**src/sv/lcdxp_pkg.sv**
```systemverilog
`default_nettype none

package lcdxp_pkg;

  // input action codes
  typedef enum logic [2:0] {
    ACT_PREPARE   = 3'd0,
    ACT_INSTR8    = 3'd1,
    ACT_INSTR4    = 3'd2,
    ACT_DATA4     = 3'd3,
    ACT_BACKLIGHT = 3'd4,
    ACT_TICK      = 3'd5
  } act_e;

  // sequences the back end knows how to play out
  typedef enum logic [2:0] {
    OP_PREPARE = 3'd0,
    OP_INSTR8  = 3'd1,
    OP_INSTR4  = 3'd2,
    OP_DATA4   = 3'd3,
    OP_BL_ON   = 3'd4,
    OP_BL_OFF  = 3'd5
  } op_e;

  // one queued command
  typedef struct packed {
    op_e        op;
    logic [7:0] value;
  } cmd_t;

  // expander port bit positions
  localparam int unsigned RsBit = 0;
  localparam int unsigned RwBit = 1;
  localparam int unsigned EBit  = 2;
  localparam int unsigned BlBit = 3;

  // backlight pwm constants
  localparam logic [31:0] SlotUs     = 32'd100;
  localparam logic [6:0]  NumSlots   = 7'd100;
  localparam logic [6:0]  DutyWrap   = 7'd99;
  localparam logic [6:0]  DutyFirst  = 7'd1;
  localparam logic [6:0]  DutyReset  = 7'd10;
  localparam logic [15:0] RampReset  = 16'd10;

  // step numbers inside the sequences
  localparam logic [3:0] InstrNibSteps = 4'd5;
  localparam logic [3:0] DataNibSteps  = 4'd3;
  localparam logic [3:0] PrepLast      = 4'd1;
  localparam logic [3:0] Instr8Last    = 4'd4;
  localparam logic [3:0] Instr4Last    = 4'd9;
  localparam logic [3:0] Data4Last     = 4'd5;

endpackage

`default_nettype wire

```
**src/sv/lcdxp_ifs.sv**
```systemverilog
`default_nettype none

// command channel
interface lcdxp_in_if;
  logic        valid;
  logic        ready;
  logic [2:0]  action;
  logic [7:0]  value;
  logic [31:0] now_us;
  logic [31:0] now_ms;

  modport source (output valid, action, value, now_us, now_ms, input ready);
  modport sink   (input valid, action, value, now_us, now_ms, output ready);
endinterface

// expander byte channel
interface lcdxp_out_if;
  logic       valid;
  logic       ready;
  logic [7:0] expander_byte;
  logic       settle_after;
  logic       last;

  modport source (output valid, expander_byte, settle_after, last, input ready);
  modport sink   (input valid, expander_byte, settle_after, last, output ready);
endinterface

`default_nettype wire

```
**src/sv/lcdxp_front.sv**
```systemverilog
`default_nettype none

module lcdxp_front
  import lcdxp_pkg::*;
(
  input  wire logic        clk_i,
  input  wire logic        rst_ni,
  input  wire logic        cfg_we_i,
  input  wire logic [15:0] cfg_wdata_i,
  lcdxp_in_if.sink         in_i,
  input  wire logic        q_full_i,
  output logic             push_o,
  output cmd_t             cmd_o
);

  logic [15:0] ramp_period_q;
  logic [31:0] last_slot_us_q, last_slot_us_d;
  logic [31:0] last_ramp_ms_q, last_ramp_ms_d;
  logic [6:0]  slot_count_q, slot_count_d;
  logic [6:0]  duty_slots_q, duty_slots_d;
  logic        accept;
  logic        is_tick;
  logic [31:0] us_diff;
  logic [31:0] ms_diff;
  logic [6:0]  duty_inc;

  assign in_i.ready = !q_full_i;
  assign accept     = in_i.valid && !q_full_i;

  // elapsed time since the last slot and the last ramp step
  assign us_diff  = in_i.now_us - last_slot_us_q;
  assign ms_diff  = in_i.now_ms - last_ramp_ms_q;
  assign duty_inc = duty_slots_q + 7'd1;

  // classify the beat and run the pwm bookkeeping for ticks
  always_comb begin
    push_o         = 1'b0;
    cmd_o.op       = OP_PREPARE;
    cmd_o.value    = in_i.value;
    is_tick        = 1'b0;
    last_slot_us_d = last_slot_us_q;
    last_ramp_ms_d = last_ramp_ms_q;
    slot_count_d   = slot_count_q;
    duty_slots_d   = duty_slots_q;
    case (act_e'(in_i.action))
      ACT_PREPARE: begin
        push_o   = 1'b1;
        cmd_o.op = OP_PREPARE;
      end
      ACT_INSTR8: begin
        push_o   = 1'b1;
        cmd_o.op = OP_INSTR8;
      end
      ACT_INSTR4: begin
        push_o   = 1'b1;
        cmd_o.op = OP_INSTR4;
      end
      ACT_DATA4: begin
        push_o   = 1'b1;
        cmd_o.op = OP_DATA4;
      end
      ACT_BACKLIGHT: begin
        if (in_i.value == 8'd1) begin
          push_o   = 1'b1;
          cmd_o.op = OP_BL_ON;
        end else if (in_i.value == 8'd0) begin
          push_o   = 1'b1;
          cmd_o.op = OP_BL_OFF;
        end
      end
      ACT_TICK: begin
        is_tick = 1'b1;
        if (us_diff > SlotUs) begin
          last_slot_us_d = in_i.now_us;
          if (slot_count_q == NumSlots) begin
            push_o       = 1'b1;
            cmd_o.op     = OP_BL_ON;
            slot_count_d = 7'd1;
          end else begin
            if (slot_count_q == duty_slots_q) begin
              push_o   = 1'b1;
              cmd_o.op = OP_BL_OFF;
            end
            slot_count_d = slot_count_q + 7'd1;
          end
        end
        if (ms_diff > {16'd0, ramp_period_q}) begin
          last_ramp_ms_d = in_i.now_ms;
          duty_slots_d   = (duty_inc == DutyWrap) ? DutyFirst : duty_inc;
        end
      end
      default: begin
        push_o = 1'b0;
      end
    endcase
    push_o = push_o && accept;
  end

  // configuration and pwm state
  always_ff @(posedge clk_i or negedge rst_ni) begin
    if (!rst_ni) begin
      ramp_period_q  <= RampReset;
      last_slot_us_q <= '0;
      last_ramp_ms_q <= '0;
      slot_count_q   <= '0;
      duty_slots_q   <= DutyReset;
    end else begin
      if (cfg_we_i) begin
        ramp_period_q <= cfg_wdata_i;
      end
      if (accept && is_tick) begin
        last_slot_us_q <= last_slot_us_d;
        last_ramp_ms_q <= last_ramp_ms_d;
        slot_count_q   <= slot_count_d;
        duty_slots_q   <= duty_slots_d;
      end
    end
  end

endmodule

`default_nettype wire

```
**src/sv/lcdxp_cmd_fifo.sv**
```systemverilog
`default_nettype none

module lcdxp_cmd_fifo
  import lcdxp_pkg::*;
#(
  parameter int unsigned Depth = 2
) (
  input  wire logic clk_i,
  input  wire logic rst_ni,
  input  wire logic push_i,
  input  wire cmd_t cmd_i,
  output logic      full_o,
  input  wire logic pop_i,
  output logic      head_valid_o,
  output cmd_t      head_o
);

  localparam int unsigned PtrW = (Depth > 1) ? $clog2(Depth) : 1;
  localparam int unsigned CntW = $clog2(Depth + 1);
  localparam logic [PtrW-1:0] PtrLast = PtrW'(Depth - 1);
  localparam logic [CntW-1:0] CntFull = CntW'(Depth);

  cmd_t            mem_q [Depth];
  logic [PtrW-1:0] wr_ptr_q;
  logic [PtrW-1:0] rd_ptr_q;
  logic [CntW-1:0] count_q;
  logic            do_push;
  logic            do_pop;

  assign full_o       = (count_q == CntFull);
  assign head_valid_o = (count_q != '0);
  assign head_o       = mem_q[rd_ptr_q];
  assign do_push      = push_i && !full_o;
  assign do_pop       = pop_i && head_valid_o;

  // pointers and fill count
  always_ff @(posedge clk_i or negedge rst_ni) begin
    if (!rst_ni) begin
      wr_ptr_q <= '0;
      rd_ptr_q <= '0;
      count_q  <= '0;
    end else begin
      if (do_push) begin
        wr_ptr_q <= (wr_ptr_q == PtrLast) ? '0 : wr_ptr_q + PtrW'(1);
      end
      if (do_pop) begin
        rd_ptr_q <= (rd_ptr_q == PtrLast) ? '0 : rd_ptr_q + PtrW'(1);
      end
      if (do_push && !do_pop) begin
        count_q <= count_q + CntW'(1);
      end else if (do_pop && !do_push) begin
        count_q <= count_q - CntW'(1);
      end
    end
  end

  // entry storage
  always_ff @(posedge clk_i) begin
    if (do_push) begin
      mem_q[wr_ptr_q] <= cmd_i;
    end
  end

endmodule

`default_nettype wire

```
**src/sv/lcdxp_back.sv**
```systemverilog
`default_nettype none

module lcdxp_back
  import lcdxp_pkg::*;
(
  input  wire logic clk_i,
  input  wire logic rst_ni,
  input  wire logic head_valid_i,
  input  wire cmd_t head_i,
  output logic      pop_o,
  lcdxp_out_if.source out_o
);

  logic [7:0] shadow_q, shadow_d;
  logic [3:0] step_q;
  logic       out_valid_q;
  logic [7:0] out_byte_q;
  logic       out_settle_q;
  logic       out_last_q;
  logic       advance;
  logic       settle;
  logic       is_last;
  logic [3:0] sub;
  logic [3:0] nib;

  assign advance = head_valid_i && (!out_valid_q || out_o.ready);
  assign pop_o   = advance && is_last;

  assign out_o.valid         = out_valid_q;
  assign out_o.expander_byte = out_byte_q;
  assign out_o.settle_after  = out_settle_q;
  assign out_o.last          = out_last_q;

  // next shadow byte for the current step of the head command
  always_comb begin
    shadow_d = shadow_q;
    settle   = 1'b0;
    is_last  = 1'b0;
    sub      = step_q;
    nib      = head_i.value[7:4];
    case (head_i.op)
      OP_PREPARE: begin
        if (step_q == 4'd0) begin
          shadow_d[RsBit] = 1'b1;
        end else begin
          shadow_d[RwBit] = 1'b0;
        end
        is_last = (step_q == PrepLast);
      end
      OP_INSTR8, OP_INSTR4: begin
        if (step_q >= InstrNibSteps) begin
          sub = step_q - InstrNibSteps;
          nib = head_i.value[3:0];
        end
        case (sub)
          4'd0:    shadow_d[RsBit] = 1'b0;
          4'd1:    shadow_d[7:4]   = nib;
          4'd2:    shadow_d[EBit]  = 1'b1;
          4'd3:    shadow_d[EBit]  = 1'b0;
          default: begin
            shadow_d[RsBit] = 1'b1;
            settle          = 1'b1;
          end
        endcase
        is_last = (head_i.op == OP_INSTR8) ? (step_q == Instr8Last)
                                           : (step_q == Instr4Last);
      end
      OP_DATA4: begin
        if (step_q >= DataNibSteps) begin
          sub = step_q - DataNibSteps;
          nib = head_i.value[3:0];
        end
        case (sub)
          4'd0:    shadow_d[7:4]  = nib;
          4'd1:    shadow_d[EBit] = 1'b1;
          default: begin
            shadow_d[EBit] = 1'b0;
            settle         = 1'b1;
          end
        endcase
        is_last = (step_q == Data4Last);
      end
      OP_BL_ON: begin
        shadow_d[BlBit] = 1'b1;
        is_last         = 1'b1;
      end
      OP_BL_OFF: begin
        shadow_d[BlBit] = 1'b0;
        is_last         = 1'b1;
      end
      default: begin
        is_last = 1'b1;
      end
    endcase
  end

  // sequencer state, shadow byte and output valid
  always_ff @(posedge clk_i or negedge rst_ni) begin
    if (!rst_ni) begin
      shadow_q    <= '0;
      step_q      <= '0;
      out_valid_q <= 1'b0;
    end else begin
      if (advance) begin
        shadow_q    <= shadow_d;
        step_q      <= is_last ? 4'd0 : step_q + 4'd1;
        out_valid_q <= 1'b1;
      end else if (out_o.ready) begin
        out_valid_q <= 1'b0;
      end
    end
  end

  // output beat payload
  always_ff @(posedge clk_i) begin
    if (advance) begin
      out_byte_q   <= shadow_d;
      out_settle_q <= settle;
      out_last_q   <= is_last;
    end
  end

endmodule

`default_nettype wire

```
**src/sv/lcd_expander_nibble_sequencer_core.sv**
```systemverilog
// LCD command sequencer for an 8-bit I/O expander driving a character LCD in
// 4-bit mode. Commands come in on in_i (action, value, timestamps); expander
// bytes go out on out_o, one byte per beat, with settle_after marking a wait
// and last marking the final byte of a command.
// A front end classifies each command and runs the backlight pwm timing; it
// pushes a sequence into a small command queue (QueueDepth entries). The back
// end plays one sequence step per cycle, unless out_o stalls, into an output
// register. The first byte of a command passes through the queue entry and
// then the output register before it is valid on out_o.
// Throughput: one output byte per cycle while out_o is not stalled. Bytes per
// command: 2 (prepare), 5 (8-bit instruction), 10 (4-bit instruction),
// 6 (data), 1 (backlight, or a tick that switches the backlight).
// Commands that make no byte are absorbed by the front end.
// in_i.ready drops only while the queue is full.
// When out_o is stalled the output byte holds and the back end waits; the
// queue keeps taking commands until it fills.
// Reset clears the shadow port byte and pwm state, sets the ramp period to
// 10 ms and the duty to 10 slots. cfg_we_i/cfg_wdata_i write the ramp period.
`default_nettype none

module lcd_expander_nibble_sequencer_core
  import lcdxp_pkg::*;
#(
  parameter int unsigned QueueDepth = 2
) (
  input  wire logic        clk_i,
  input  wire logic        rst_ni,
  input  wire logic        cfg_we_i,
  input  wire logic [15:0] cfg_wdata_i,
  lcdxp_in_if.sink         in_i,
  lcdxp_out_if.source      out_o
);

  logic push;
  logic full;
  logic pop;
  logic head_valid;
  cmd_t push_cmd;
  cmd_t head_cmd;

  // command classification and pwm timing
  lcdxp_front u_front (
    .clk_i       (clk_i),
    .rst_ni      (rst_ni),
    .cfg_we_i    (cfg_we_i),
    .cfg_wdata_i (cfg_wdata_i),
    .in_i        (in_i),
    .q_full_i    (full),
    .push_o      (push),
    .cmd_o       (push_cmd)
  );

  // queue between front and back
  lcdxp_cmd_fifo #(
    .Depth (QueueDepth)
  ) u_fifo (
    .clk_i        (clk_i),
    .rst_ni       (rst_ni),
    .push_i       (push),
    .cmd_i        (push_cmd),
    .full_o       (full),
    .pop_i        (pop),
    .head_valid_o (head_valid),
    .head_o       (head_cmd)
  );

  // byte sequencer
  lcdxp_back u_back (
    .clk_i        (clk_i),
    .rst_ni       (rst_ni),
    .head_valid_i (head_valid),
    .head_i       (head_cmd),
    .pop_o        (pop),
    .out_o        (out_o)
  );

endmodule

`default_nettype wire

```
**src/flat_wrapper.sv**
```systemverilog
// flat-port wrapper written by rule: the top's interface ports become plain ports
module lcd_expander_nibble_sequencer_core_flat import lcdxp_pkg::*;
#(
  parameter int unsigned QueueDepth = 2
)
  (clk_i, rst_ni, cfg_we_i, cfg_wdata_i, in_i_valid, in_i_action, in_i_value, in_i_now_us, in_i_now_ms, in_i_ready, out_o_valid, out_o_expander_byte, out_o_settle_after, out_o_last, out_o_ready);
  lcdxp_in_if in_i_i ();
  lcdxp_out_if out_o_i ();
  input  wire logic clk_i;
  input  wire logic rst_ni;
  input  wire logic cfg_we_i;
  input  wire logic [15:0] cfg_wdata_i;
  input wire logic [$bits(in_i_i.valid)-1:0] in_i_valid;
  input wire logic [$bits(in_i_i.action)-1:0] in_i_action;
  input wire logic [$bits(in_i_i.value)-1:0] in_i_value;
  input wire logic [$bits(in_i_i.now_us)-1:0] in_i_now_us;
  input wire logic [$bits(in_i_i.now_ms)-1:0] in_i_now_ms;
  output wire logic [$bits(in_i_i.ready)-1:0] in_i_ready;
  output wire logic [$bits(out_o_i.valid)-1:0] out_o_valid;
  output wire logic [$bits(out_o_i.expander_byte)-1:0] out_o_expander_byte;
  output wire logic [$bits(out_o_i.settle_after)-1:0] out_o_settle_after;
  output wire logic [$bits(out_o_i.last)-1:0] out_o_last;
  input wire logic [$bits(out_o_i.ready)-1:0] out_o_ready;
  assign in_i_i.valid = in_i_valid;
  assign in_i_i.action = in_i_action;
  assign in_i_i.value = in_i_value;
  assign in_i_i.now_us = in_i_now_us;
  assign in_i_i.now_ms = in_i_now_ms;
  assign in_i_ready = in_i_i.ready;
  assign out_o_valid = out_o_i.valid;
  assign out_o_expander_byte = out_o_i.expander_byte;
  assign out_o_settle_after = out_o_i.settle_after;
  assign out_o_last = out_o_i.last;
  assign out_o_i.ready = out_o_ready;
  lcd_expander_nibble_sequencer_core #(.QueueDepth(QueueDepth)) u_core (.clk_i(clk_i), .rst_ni(rst_ni), .cfg_we_i(cfg_we_i), .cfg_wdata_i(cfg_wdata_i), .in_i(in_i_i), .out_o(out_o_i));
endmodule
```
**config.mk**
```make
export PLATFORM = sky130hd
export DESIGN_NAME = lcd_expander_nibble_sequencer_core_flat
export DESIGN_NICKNAME = d
export VERILOG_FILES = /design/src/sv/lcdxp_pkg.sv /design/src/sv/lcdxp_ifs.sv /design/src/sv/lcdxp_front.sv /design/src/sv/lcdxp_cmd_fifo.sv /design/src/sv/lcdxp_back.sv /design/src/sv/lcd_expander_nibble_sequencer_core.sv /design/src/flat_wrapper.sv
export SDC_FILE = /design/constraint.sdc
export NUM_CORES = 1
export LEC_CHECK = 0
export BUFFER_PORTS_ARGS = -buffer_cell sky130_fd_sc_hd__buf_2
export CORE_ASPECT_RATIO = 2
export CORE_MARGIN = 5
export CORE_UTILIZATION = 40
export DETAILED_ROUTE_END_ITERATION = 10
export PLACE_DENSITY = 0.66
export SYNTH_ARGS = -nofsm -noshare
export SYNTH_HDL_FRONTEND = slang
export SYNTH_SLANG_ARGS = --single-unit
```
**constraint.sdc**
```tcl
create_clock -name clk_i -period 5.04 [get_ports clk_i]
set_input_delay 0.504 -clock clk_i [delete_from_list [all_inputs] [get_ports clk_i]]
set_output_delay 0.504 -clock clk_i [all_outputs]
set_load 0.02 [all_outputs]
```
======== Word-level counts from Yosys, hierarchy flattened ========
Memory sizes are Yosys's and may differ from the RTL's.
Index checks and enable logic that the tools add are counted.
word-level totals
  memories kept ........................... 1
  bits in latches ......................... 0
  bits in registers ....................... 121
  ROM bits ................................ 0
  output and inout bits ................... 12
  input port bits ......................... 96
  word-level logic and storage cells ...... 130
  bits in writable memories ............... 22
operators by class
  $lt $le $gt $ge ......................... 4
  multiplexer cells ....................... 47
  divide/modulo/power cells ............... 0
  shifts and indexed selects .............. 0
  reductions and logical operators ........ 30
  multipliers ............................. 0
  $add $sub $neg .......................... 11
  bitwise operators ....................... 0
  equality and inequality tests ........... 23
memories
  memory               words  bits a word  read ports  clocked after Yosys merged registers in  wr ports  line                  source
  u_core.u_fifo.mem_q  2      11           1           0                                        1         lcdxp_cmd_fifo.sv:23  cmd_t mem_q [Depth];
operators by type and width
  operator                                                                           number
  32-bit subtractor                                                                  2
  4-bit two-way mux                                                                  9
  32-bit by 16-bit greater-than comparator with 1-bit output                         1
  32-bit by 7-bit greater-than comparator with 1-bit output (second input constant)  1
  1-bit two-way mux                                                                  18
  3-bit two-way mux                                                                  5
  3-bit one-hot mux with 5 select lines                                              1
  7-bit by 1-bit adder with 7-bit output (second input constant)                     2
  7-bit == test (second input constant)                                              2
  7-bit two-way mux                                                                  2
  1-bit one-hot mux with 2 select lines                                              7
  3-bit by 2-bit == test with 1-bit output (second input constant)                   4
  3-bit == test (second input constant)                                              4
  4-bit by 1-bit == test with 1-bit output (second input constant)                   3
  4-bit zero test                                                                    3
  1-bit logical AND                                                                  9
  4-bit by 2-bit == test with 1-bit output (second input constant)                   2
  4-bit by 3-bit == test with 1-bit output (second input constant)                   2
  8-bit by 1-bit == test with 1-bit output (second input constant)                   1
  8-bit zero test                                                                    1
  4-bit one-hot mux with 2 select lines                                              1
  4-bit OR reduction                                                                 2
  7-bit == test                                                                      1
  3-bit by 1-bit == test with 1-bit output (second input constant)                   2
  other kinds (19)                                                                   30

======== Depth between registers and ports, before layout ========
Gate-level depths: netlist of the first run.
  depth after elaboration ................. 11
  mapped depth ............................ 24
  depth with buffers taken out ............ 23

======== Cells and area by module ========
From an unflattened synthesis of the first run, not the netlist that was laid out.
unflattened totals
  cells, all modules ...................... 1324
  area total of the unflattened synthesis .. 11913.9 um^2
by module, submodules not included
  module          cells each  area each (um^2)  times used  sequential area each (um^2)
  lcdxp_front     1082        9068.7            1           2357.3
  lcdxp_back      189         1805.5            1           625.6
  lcdxp_cmd_fifo  53          1039.7            1           760.7

======== Worst setup path after synthesis of the first run ========
OpenSTA, ideal clock, no wires.
  kind .................................... input -> register
  start point ............................. input port in_i_now_ms[0]
  end point ............................... register u_core.u_front.last_ramp_ms_q[10]
  buffers on the path ..................... 1
  setup slack ............................. -53 ps
  data arrival time ....................... 4968 ps
  library setup time ...................... 125 ps
  stages on the path ...................... 23
  required time ........................... 4915 ps
  path through ............................ inv_1 -> ha_1 -> inv_1 -> fa_1 -> a21o_1 -> a221oi_2 -> a21oi_2 -> o21a_1 -> a21o_1 -> a21oi_1 -> xnor2_1 -> ha_1 -> a21o_1 -> a221oi_1 -> o21ai_0 -> o22ai_1 -> o21ai_0 -> a2111oi_0 -> nand3_1 -> nor4_4 -> nor2_2 -> buf_6 -> mux2_4
between the ends
  cells in the longest elaborated chain, start to end .. 3
ends and longest elaborated chain
  what                                                        line                source
  start, declared                                             flat_wrapper.sv:17  input wire logic [$bits(in_i_i.now_ms)-1:0] in_i_now_ms;
  32-bit subtractor                                           lcdxp_front.sv:32   assign ms_diff = in_i.now_ms - last_ramp_ms_q;
  32-bit by 16-bit greater-than comparator with 1-bit output  lcdxp_front.sv:87   if (ms_diff > {16'd0, ramp_period_q}) begin
  3-bit AND reduction (no line)                               n/a
  end signal, assigned                                        lcdxp_front.sv:113  last_ramp_ms_q <= last_ramp_ms_d;
  end, declared                                               lcdxp_front.sv:18   logic [31:0] last_ramp_ms_q, last_ramp_ms_d;
Every way passes these cells.
A chain may end at the register's enable or synchronous reset.

======== Final worst setup path of the first run ========
  start point ............................. register u_core.u_front.last_ramp_ms_q[0]
  end point ............................... register u_core.u_front.last_ramp_ms_q[10]
between the ends
  cells in the longest elaborated chain, start to end .. 3
ends and longest elaborated chain
  what                                                        line
  32-bit subtractor                                           lcdxp_front.sv:32
  32-bit by 16-bit greater-than comparator with 1-bit output  lcdxp_front.sv:87
  3-bit AND reduction (no line)                               n/a
Every way passes these cells.

==> results of run 1 <==
==> kinds of logic (layout without fill, tap and decap cells) <==
| logic type | Yosys count | in the layout | synth area share |
|---|---|---|---|
| adder cells (fa/ha/maj) | 92 | 92 | 0.106 |
| AO/OA/AOI/OAI | 333 | 333 | 0.194 |
| AND/OR/NAND/NOR | 322 | 322 | 0.144 |
| XOR/XNOR | 56 | 56 | 0.0447 |
| multiplexers | 93 | 93 | 0.112 |
| flip-flops | 143 | 143 | 0.341 |
| buffers and inverters | 159 | 287 | 0.0569 |
==> power groups by stage <==
stage                     registers (mW)  logic [mW]  clock network [mW]
final                               1.88        4.64                1.27
after floorplan                     1.86        3.40                   0
after global placement              1.88        4.47                   0
after CTS                           1.88        4.57                1.31
after global routing                1.93        5.15                1.35
after detailed placement            1.90        4.54                   0
==> routing by layer <==
metal / global-route usage / wire length [um]
met5: 0 / 23
met1: 0.169 / 9720
met3: 0.0358 / 1010
met4: 0.116 / 1620
met2: 0.370 / 16600
==> registers in the layout, summed over array words and instances, names as in the netlist, 2 cells and up <==
name / flops
u_core.u_fifo.count_q: 2
u_core.u_front.last_ramp_ms_q: 32
u_core.u_back.shadow_q: 8
u_core.u_back.out_o.expander_byte: 8
u_core.u_front.slot_count_q: 7
u_core.u_fifo.mem_q: 22
u_core.u_back.step_q: 4
u_core.u_front.last_slot_us_q: 32
u_core.u_front.ramp_period_q: 16
u_core.u_front.duty_slots_q: 7
==> final timing paths <==
check,depth (start not counted),startpoint,to,slack (ns)
setup reg to reg,22,u_core.u_front.last_ramp_ms_q[0],u_core.u_front.last_ramp_ms_q[10],0.28
hold / removal,1,rst_ni,u_core.u_front.last_slot_us_q[11],0.12
hold reg to reg,2,u_core.u_back.shadow_q[3],u_core.u_back.shadow_q[3],0.48
setup / recovery,22,u_core.u_front.last_ramp_ms_q[0],u_core.u_front.last_ramp_ms_q[10],0.28
max in group asynchronous,2,rst_ni,u_core.u_front.ramp_period_q[6],3.68
min in group clk_i,1,in_i_value[7],u_core.u_fifo.mem_q[1][7],0.25
==> placed cells by master (no fill, tap or decap), types with 13 or more instances in the layout <==
master	n
dfrtp_1	107
edfxtp_1	32
xor2_1	21
nor3_1	22
inv_1	118
nand4_1	16
a31oi_1	14
clkbuf_16	18
xnor2_1	35
o21ai_0	86
mux2_2	46
nor2_1	70
nand3_1	30
ha_1	89
o21a_1	13
a21o_1	17
buf_4	26
nand2_1	98
a21oi_1	93
mux2_4	28
and3_1	15
buf_2	106
==> timing repair <==
action	in CTS	in global routing
gates resized for setup	0	10
setup endpoints to repair	0	39
buffers inserted	0	2
==> critical path: cells and delay by family (launching register included) <==
kind | cells | cell delay (ns)
AOI/OAI and AO/OA | 12 | 2.11
adders and majority gates | 3 | 0.84
and+or+nand+nor | 3 | 0.70
DFF | 1 | 0.36
muxes | 1 | 0.29
buffers and inverters | 2 | 0.24
xor gates and xnor gates | 1 | 0.09
==> final cells by class <==
cell class,count,area (um^2)
clock buffer,17,425
clock inverter,15,160
fill,2640,14300
inverter,118,443
multi-input combinational,896,6640
sequential,143,3740
tap,348,435
timing repair buffer,137,831
==> flow_metrics.py, run 1 <==
metrics = {
    "timing": {
        "fin_ws_ns": 0.283,
        "setup_viol": 0,
        "fin_skew_ns": 0.00625,
        "finalCriticalPeriod_ns": 4.76,
        "finalMaxSlewViolations": 0,
        "tightest_slew_ns": 0.902,
        "relSlewSlack": 0.396,
        "clock.fmax_mhz": 210,
        "fin_crit_sh": 0.944,
        "finalHoldWorstSlack_ns": 0.120,
        "fin_tns_setup_ns": 0,
        "hold_viol_final": 0,
    },
    "power_and_ir_drop": {
        "vdd_drop_max_mv": 0.276,
        "combPwrFrac": 0.595,
        "netSwitchingFraction": 0.449,
        "power.density_nw_per_um2": 614,
        "leakage_nw": 5.74,
        "clock_power_share": 0.163,
        "p_int_mw": 4.29,
        "finalPower_mw": 7.79,
        "p_seq_frac": 0.241,
        "p_sw_mw": 3.50,
    },
    "synthesis": {
        "synth_most_common_cell": "inv_1",
        "synthCells": 1198,
        "ys_top_cells_by_area": "dfrtp_1 (24%), ha_1 (10%), edfxtp_1 (8.8%)",
        "synth_fp_nets": 1386,
        "yosysTopAreaCell": "dfrtp_1",
        "synth_edf_count": 32,
        "ys_types": 75,
        "synth_ff_type": "dfrtp_1",
        "async_flop_share": 0.776,
        "synth_area_um2": 11000,
        "syn_area_per_cell_um2": 9.15,
        "yosys_warnings": 0,
        "yosys_register_bits": 143,
        "yosysTopAreaCellShare": 0.244,
        "synth_commonest_cells": "inv_1 (118), dfrtp_1 (107), nand2_1 (98), a21oi_1 (94), ha_1 (90)",
        "seq_area_frac_synth": 0.341,
    },
    "placement": {
        "gp_congestion": 0.913,
        "dp_hpwl_um": 23100,
        "dp_cells": 1639,
        "portBuffers": 107,
        "place_area_um2": 12000,
        "pre_cts_slack_ns": -0.201,
    },
    "worst_hold_path": {
        "hold_path.class": "input pin to asynchronous set/reset pin",
    },
    "clock_tree": {
        "htree_levels": 4,
        "cts_tree": "built",
        "cts_buffers": 17,
        "cts_sinks": 143,
        "cts_hold_buffers": 0,
        "insertion_delay_ns": 0.45,
        "cts.path.max_buffers": 2,
        "root_buffer": "clkbuf_16",
        "clkTransAtPathRegs_ns": 0.07,
    },
    "critical_path": {
        "crit_arrival_ns": 5.10,
        "crit_chain": "ha_2, inv_1, fa_2, a21o_1, a221oi_2, a21oi_2, o21a_1, a21o_1, a21oi_2, xnor2_1, ha_1, a21o_1, a221oi_2, o21ai_1, o22ai_1, o21ai_1, a2111oi_2, nand3_1, nor4_4, nor2_4, clkbuf_16, mux2_4",
        "crit_fanout": 6,
        "crit_required_ns": 5.38,
        "critPathCaptureType": "register",
        "cpMaxStageDelayCell": "dfrtp_1",
        "slowest_delay_ns": 0.36,
        "path_common_cell": "a21o_1",
        "start_kind": "register",
        "critPathKind": "register to register",
    },
    "route": {
        "drt_iter0_drc": 424,
        "routed-via-count": 9416,
        "drc": 0,
        "drt_wl_total_um": 28900,
        "wl_per_cell_um": 17.3,
        "antenna_left": 0,
        "dr.pass1.iters": 5,
        "via_per_inst": 5.62,
    },
    "finish": {
        "diodes": 0,
        "layout-drive-gt1-share": 0.210,
        "final_cell_area_um2": 12700,
        "stdcell_count": 1674,
        "fin_nets": 1501,
        "postLayoutCoreUtil": 0.469,
        "syn_to_final_growth_pct": 15.6,
    },
    "grt": {
        "antenna_found_initial": 3,
        "grt_overflow_total": 0,
        "grt_max_degree": 61,
        "grt_pass1_vias": 9685,
        "globalRouteTotalUtil": 0.187,
        "grt_pass1_wl_um": 46700,
    },
    "run_status": {
        "status": "complete, no violations",
    },
    "die": {
        "ios": 108,
        "dieArea_um2": 31000,
        "die_width_um": 127,
        "start_util": 0.406,
        "coreArea_um2": 27000,
        "num_rows": 85,
        "dieHeight_um": 244,
    },
    "run": {
        "cap_viol_max_count": 0,
    },
}
Note: power is estimated with default switching activity, not from simulation.
==> run 2: changes to the inputs <==
--- a/config.mk
+++ b/config.mk
@@ -9,8 +9,9 @@
 export CORE_ASPECT_RATIO = 2
 export CORE_MARGIN = 5
 export CORE_UTILIZATION = 40
+export CTS_CLUSTER_DIAMETER = 150
 export DETAILED_ROUTE_END_ITERATION = 10
-export PLACE_DENSITY = 0.66
+export PLACE_DENSITY = 0.71
 export SYNTH_ARGS = -nofsm -noshare
 export SYNTH_HDL_FRONTEND = slang
 export SYNTH_SLANG_ARGS = --single-unit
==> run 2 against run 1 <==
Clock skew increased by 0.0053 ns. Register-to-register slack about the same. Sequential share of layout area increased by 0.16 points. Largest power group unchanged. Combinational power decreased by 2%. Utilization decreased by 0.25 points. Critical path type unchanged. Fmax decreased by 0.13%. Clock power increased by 6%. Sequential cell count unchanged. Largest cell class unchanged. Die area unchanged. Non-clock buffer count decreased by 9. Sequential power about the same. Clock-buffer cell count unchanged.
==> flow_metrics.py, run 2 (synthesized netlist as in run 1, its figures left out) <==
metrics = {
    "finish": {
        "final_cell_area_um2": 12600,
        "syn_to_final_growth_pct": 14.9,
        "stdcell_count": 1665,
        "final_common_cell": "inv_1",
        "fin_nets": 1492,
        "postLayoutCoreUtil": 0.467,
        "largest_registers": "u_core.u_front.last_ramp_ms_q: 32 flops, u_core.u_front.last_slot_us_q: 32 flops, u_core.u_fifo.mem_q: 22 flops",
        "fill_cells": 2707,
        "mostFrequentLayoutCells": "inv_1 (118), dfrtp_1 (107), buf_2 (106)",
        "layout-drive-gt1-share": 0.201,
        "diodes": 0,
    },
    "placement": {
        "place_area_um2": 11900,
        "dp_hpwl_um": 22400,
        "dp_cells": 1632,
        "portBuffers": 107,
        "gp_congestion": 0.864,
    },
    "clock_tree": {
        "insertion_delay_ns": 0.44,
        "cts_sinks": 143,
        "cts.path.max_buffers": 2,
        "cts_tree": "built",
        "cts_hold_buffers": 0,
        "root_buffer": "clkbuf_16",
        "cts_buffers": 17,
        "clkTransAtPathRegs_ns": 0.06,
        "htree_levels": 4,
    },
    "route": {
        "drt_iter0_drc": 420,
        "via_per_inst": 5.59,
        "wl_per_cell_um": 16.9,
        "routed-via-count": 9301,
        "drt_wl_total_um": 28100,
        "antenna_left": 0,
        "dr.pass1.iters": 5,
        "drc": 0,
    },
    "timing": {
        "finalCriticalPeriod_ns": 4.76,
        "fin_tns_setup_ns": 0,
        "fin_skew_ns": 0.0116,
        "clock.fmax_mhz": 210,
        "tightest_slew_ns": 0.969,
        "finalMaxSlewViolations": 0,
        "relSlewSlack": 0.352,
        "fin_crit_sh": 0.945,
        "hold_viol_final": 0,
        "setup_viol": 0,
    },
    "critical_path": {
        "critPathKind": "register to register",
        "start_kind": "register",
        "critPathCaptureType": "register",
        "path_buf_inv": 3,
        "crit_required_ns": 5.36,
        "slowest_delay_ns": 0.38,
        "cpMaxStageDelayCell": "fa_1",
        "crit_fanout": 22,
        "crit_chain": "ha_1, inv_1, fa_1, a21o_1, a221oi_4, a21oi_2, o21a_1, a21o_1, a21oi_2, xnor2_1, ha_1, nand3_2, nor4_1, inv_1, o22ai_1, o21ai_1, a2111oi_2, nand3_1, nor4_4, nor2_4, buf_12, mux2_4",
        "crit_arrival_ns": 5.08,
        "cpLargestDelayFamily": "compound AO/OA/AOI/OAI gates",
    },
    "grt": {
        "antenna_found_initial": 0,
        "grt_max_degree": 66,
        "grt_pass1_vias": 9624,
        "grt_overflow_total": 0,
        "grt_pass1_wl_um": 45900,
        "globalRouteTotalUtil": 0.184,
    },
    "power_and_ir_drop": {
        "finalPower_mw": 7.78,
        "vdd_drop_max_mv": 0.322,
        "power.density_nw_per_um2": 617,
        "leakage_nw": 5.71,
    },
    "run_status": {
        "status": "complete, no violations",
    },
    "run": {
        "cap_viol_max_count": 0,
    },
    "die": {
        "dieArea_um2": 31000,
        "ios": 108,
        "start_util": 0.406,
        "num_rows": 85,
        "die_width_um": 127,
        "coreArea_um2": 27000,
        "dieHeight_um": 244,
    },
    "worst_hold_path": {
        "hold_path.class": "input pin to asynchronous set/reset pin",
    },
}
==> run 2: cell types whose count changed in the layout (fill, tap and decap cells not counted), moves of 2 or more <==
cell       previous run  this run
buf_4                26        19
buf_12                4         2
bufinv_16             0         3
inv_6                 5         7
inv_8                 6         0
clkinv_4              1         3
==> run 2: routing by layer <==
layer,global-route usage,share of wire
met1,0.170,0.35
met2,0.366,0.58
met3,0.0277,0.028
met4,0.107,0.047
met5,0,0
==> run 2: where the power goes <==
part	internal, mW	switching [mW]	total [mW]
clock network	0.794	0.548	1.34
registers	1.61	0.264	1.88
logic	1.98	2.58	4.56
==> run 2: timing repair <==
item / 4_1_cts / 5_1_grt
hold endpoints to repair: 0 / 0
buffers inserted: 0 / 1
gates resized for setup: 0 / 9
setup endpoints to repair: 0 / 39
==> run 2: worst register-to-register path: stages (launching register included) <==
cell and delay, ns:
dfrtp_1 0.35, ha_1 0.17, inv_1 0.05, fa_1 0.38, a21o_1 0.23, a221oi_4 0.29
a21oi_2 0.09, o21a_1 0.20, a21o_1 0.18, a21oi_2 0.14, xnor2_1 0.08, ha_1 0.31
nand3_2 0.10, nor4_1 0.35, inv_1 0.10, o22ai_1 0.20, o21ai_1 0.11, a2111oi_2 0.21
nand3_1 0.17, nor4_4 0.36, nor2_4 0.07, buf_12 0.18, mux2_4 0.33
==> run 2: area by class of cell <==
cell class                 instances  area (um^2)  area share
clock inverter                    15          198      0.0157
timing repair buffer             128          724      0.0575
clock buffer                      17          425      0.0337
sequential                       143         3740       0.297
multi-input combinational        896         6640       0.526
tap                              348          435      0.0345
inverter                         118          443      0.0351
==> run 2: metrics by stage <==
step           setup slack, ns  hold WS [ns]
2_1_floorplan           0.0667         0.208
3_3_place_gp           0.00335         0.465
3_5_place_dp            -0.163         0.467
4_1_cts                  0.133         0.221
5_1_grt                -0.0325         0.236
6_report                 0.277         0.187
==> run 2: final timing paths <==
| kind | start | end | slack, ns | depth (start not counted) |
|---|---|---|---|---|
| worst max-delay path | u_core.u_front.last_ramp_ms_q[0] | u_core.u_front.last_ramp_ms_q[28] | 0.28 | 22 |
| worst max register to register | u_core.u_front.last_ramp_ms_q[0] | u_core.u_front.last_ramp_ms_q[28] | 0.28 | 22 |
| max in group asynchronous | rst_ni | u_core.u_front.last_ramp_ms_q[7] | 3.67 | 2 |
| min in group clk_i | in_i_value[3] | u_core.u_fifo.mem_q[0][3] | 0.27 | 1 |
| worst min-delay path | rst_ni | u_core.u_front.last_slot_us_q[12] | 0.19 | 1 |
| worst min register to register | u_core.u_back.shadow_q[1] | u_core.u_back.shadow_q[1] | 0.48 | 1 |
